--- src/hdl/pfcu_ram.sv ---
// Generic single-port-write, single-port-read RAM with registered read data.
module pfcu_ram #(
  parameter int WIDTH = 8,
  parameter int DEPTH = 256
) (
  input  logic                     clk,
  input  logic                     we,
  input  logic [$clog2(DEPTH)-1:0] waddr,
  input  logic [WIDTH-1:0]         wdata,
  input  logic [$clog2(DEPTH)-1:0] raddr,
  output logic [WIDTH-1:0]         rdata
);

  logic [WIDTH-1:0] mem_r [DEPTH];
  logic [WIDTH-1:0] rdata_r;

  always_ff @(posedge clk) begin
    if (we) begin
      mem_r[waddr] <= wdata;
    end
    rdata_r <= mem_r[raddr];
  end

  assign rdata = rdata_r;

endmodule

--- config.mk ---
export PLATFORM = sky130hd
export DESIGN_NAME = pfcu_ram
export DESIGN_NICKNAME = d
export VERILOG_FILES = /design/src/hdl/pfcu_ram.sv
export SDC_FILE = /design/constraint.sdc
export NUM_CORES = 2
export LEC_CHECK = 0
export ABC_AREA = 0
export ABC_CLOCK_PERIOD_IN_PS = 2400
export CORE_MARGIN = 3
export CORE_UTILIZATION = 43
export DETAILED_ROUTE_END_ITERATION = 8
export DONT_BUFFER_PORTS = 1
export SLEW_MARGIN = 20
export SYNTH_ARGS = -nofsm -noshare
export SYNTH_HDL_FRONTEND = slang
export SYNTH_SLANG_ARGS = --single-unit
--- constraint.sdc ---
create_clock -name clk -period 2.4 [get_ports clk]
set_input_delay 0.12 -clock clk [delete_from_list [all_inputs] [get_ports clk]]
set_output_delay 0.12 -clock clk [all_outputs]
set_load 0.02 [all_outputs]
==> flow_summary_export.csv <==
group,metric,value,unit
run_status,outcome,"complete, but fails checks",
run_status,failed_checks,"hold timing, setup timing",
sta,fmax,388,MHz
critical_path,critical_path_required,3130,ps
yosys,yosys_warnings,0,
yosys,synth_seq_cells,2056,
yosys,synth_compound_area_share,3.42,%
final_layout,area_delta_synth_final,15.5,%
clock_network,numCtsBuffers,200,
critical_path,r2r_setup_slack,60,ps
power_and_ir_drop,p_leak,29.0,nW
sta,whs,-584,ps
final_layout,multiInputGateArea,16600,um2
sta,finalHoldViolCount,1794,
final_layout,fillerInstances,14700,
route,routed_wl,202,mm
yosys,avgSynthCellArea,21.3,um2
sta,skew,32.0,ps
sta,finalMaxSlewViolations,0,
sta,finalSetupViolCount,2,
yosys,synth_simple_gate_area_share,2.63,%
place,dp.cells,6429,
yosys,synth_top_cell_area_share,77.3,%
clock_network,postCtsHoldBufs,21,
global_routing,grt_pass1_vias,39800,
sta,tightest_slew,1380,ps
sta,slew_headroom,8.01,%
floorplanning,core,183000,um2
floorplanning,fp-row-count,157,
yosys,synth_sequential_area_ratio,77.5,%
place,hpwlAfterDp,114,mm
yosys,synth_top_area_cell,"edfxtp_1",
critical_path,worstPathMaxFanout,446,
yosys,synth-async-reset-ratio,0,%
final_layout,regArea,61700,um2
critical_path,r2r-start,"mem_r[83][3]$_DFFE_PP_",
floorplanning,die_area,190000,um2
clock_network,cts_sinks,2056,
floorplanning,fp.dieW,436,um
route,drtAntennaViolNets,0,
place,io_buffers,0,
clock_network,clk_pin_slew_worst_paths,60,ps
route,drt_pre_antenna_iters,6,
critical_path,endpoint,"rdata[2]$_DFF_P_",
critical_path,worst_r2r_endpoint,"rdata[3]$_DFF_P_",
critical_path,crit_type,"input pin to flop",
critical_path,crit_path_end_kind,"flop",
clock_network,cts_tree,"built",
floorplanning,fp.dieH,436,um
final_layout,nets,4219,
clock_network,root_buffer,"clkbuf_16",
sta,layout_setup_ws,-178,ps
critical_path,start_kind,"input pin",
yosys,synth_top_family_by_area,"multiplexers",
global_routing,antenna_found_initial,7,
sta,finalSetupTns,-207,ps
sta,layout_min_cycle_time,2580,ps
global_routing,gr-total-overflow,0,
route,drtIter0Drc,4819,
critical_path,ff2ff_path_depth,7,
final_layout,final_util,50.1,%
yosys,ys.flop_type,"edfxtp_1",
power_and_ir_drop,irDropWorstVdd,0.000635,V
place,place.gp.congestion,0.810,
final_layout,drive_gt1_share,28.3,%
clock_network,insertion_delay,820,ps
yosys,ys_types,55,
yosys,synthAdderAreaFrac,0,%
route,drcViolationCount,0,
critical_path,worstSetupStartpoint,"raddr[1]",
clock_network,clk_path_buf_depth,3,
yosys,syn-num-nets,3759,
clock_network,htreeDepth,4,
route,route.vias.total,39600,
global_routing,grt_pass1_wl,291,mm
yosys,synthXorXnorAreaFrac,0,%
final_layout,stdcell_count,6825,
yosys,synth-edff-count,2048,
sta,fin_crit_sh,107,%
yosys,synth.area.top_cells,"edfxtp_1 (77%), mux4_2 (13%), mux2i_1 (1.7%)",
floorplanning,initial_core_util,43.4,%
floorplanning,boundaryPins,34,
power_and_ir_drop,power_density,796,nW/um2
critical_path,arrival,3310,ps
global_routing,grt_max_degree,447,
global_routing,track_usage,21.1,%
hold_path,hp-class,"input pin to flop",
flow_run,cap_violations,0,
route,via_per_inst,5.80,
power_and_ir_drop,finalPower,73.1,mW
yosys,netlist_instances,3733,
yosys,synthesis.area,79600,um2
route,routedWlPerCell,29.6,um
yosys,synthMuxAreaShare,14.6,%
## worst min-delay path by stage
stage | from | to | cells past startpoint
3_3_place_gp | wdata[4] | mem_r[210][4]$_DFFE_PP_ | 0
2_1_floorplan | wdata[0] | mem_r[0][0]$_DFFE_PP_ | 0
4_1_cts | wdata[1] | mem_r[78][1]$_DFFE_PP_ | 0
6_report | wdata[1] | mem_r[195][1]$_DFFE_PP_ | 0
5_1_grt | wdata[1] | mem_r[192][1]$_DFFE_PP_ | 0
3_5_place_dp | wdata[1] | mem_r[195][1]$_DFFE_PP_ | 0
## synthesized netlist by cell type, types with 28 or more instances
cell type	number
a21oi_1	96
a22oi_1	133
buf_2	31
clkbuf_1	111
edfxtp_1	2048
mux2i_1	134
mux4_2	454
nand2_1	33
nand3_1	34
nor2_1	282
nor2b_1	31
o221ai_1	46
o22ai_1	28
## power by group
group | internal [mW] | switching, mW | leakage [nW]
Sequential | 39.6 | 0.117 | 18.5
Clock | 17.2 | 13.3 | 3.05
Combinational | 1.37 | 1.51 | 7.49
Total | 58.2 | 14.9 | 29.0
## per-stage QoR
| step | area, um2 | setup slack [ps] | hold WS [ps] |
|---|---|---|---|
| final | 91900 | -178 | -584 |
| after detailed placement | 85000 | -2340 | 251 |
| after CTS | 91800 | 4.14 | -628 |
| after floorplan | 79600 | 342 | 219 |
| after global placement | 84900 | -1170 | 248 |
| after global routing | 91800 | -0.537 | -638 |
## critical path: stages
cell and delay [ps]:
or3b_2 880, buf_4 200, o221ai_1 300, a21oi_1 90, buf_4 160, a21oi_1 310, buf_4 180, nor3_1 40
buf_4 150, nor4_2 220
## cell usage in the layout, fill, tap and decap left out, types with 5 or more instances in the layout
cell,netlist,final
edfxtp_1,2048,2048
mux4_2,454,454
buf_4,27,446
nor2_1,282,279
clkbuf_16,0,203
mux2i_1,134,134
a22oi_1,133,133
a21oi_1,96,96
clkinv_1,1,51
clkbuf_1,111,47
o221ai_1,46,46
nand2_1,33,33
o22ai_1,28,28
nand3_1,34,28
nor2b_1,31,27
clkinv_2,0,25
dlygate4sd3_1,0,21
nor3_1,22,20
nor4_1,24,17
bufinv_16,0,16
a211oi_1,16,15
buf_12,8,14
nand4_1,10,10
a221oi_1,13,10
o211ai_1,10,10
o21ai_0,10,10
nor4_2,3,9
clkinvlp_4,0,9
nand2b_1,8,8
a22o_1,8,8
dfxtp_1,8,8
diode_2,0,6
and2_1,6,6
nand3_2,0,6
o22a_1,5,5
clkinv_8,0,5
buf_16,0,5
## kinds of logic after synthesis
group / after synthesis
buf+inv: 235
flops: 2056
mux: 591
compound gates: 385
simple gates: 466
## final cells by class
cell class / count / share of cell area [%]
clock inverter: 114 / 1.17
multi-input combinational: 1442 / 18.1
clock buffer: 250 / 5.71
timing repair buffer: 491 / 4.50
tap: 2464 / 3.36
sequential: 2056 / 67.1
antenna: 6 / 0.0163
inverter: 2 / 0.00817
## state kept, by name (all words and copies together) (netlist names)
signal  cells
mem_r    2048
rdata       8
## per-layer routing
metal | global-route usage, % | share of wire (%) | vias to the layer above
li1 | - | - | 16600
met1 | 30.1 | 41 | 21100
met2 | 33.5 | 48 | 1548
met3 | 3.84 | 7.6 | 285
met4 | 6.34 | 3.0 | 2
met5 | 0 | 0.0064 | -
## timing repair
item,CTS,global route
pin swaps,0,1
resized for setup,8,11
endpoints found under the setup margin,8,16
buffers inserted,0,0
endpoints found under the hold margin,2803,2048
gates cloned,4,1
Power figures use the tool's default switching activity.
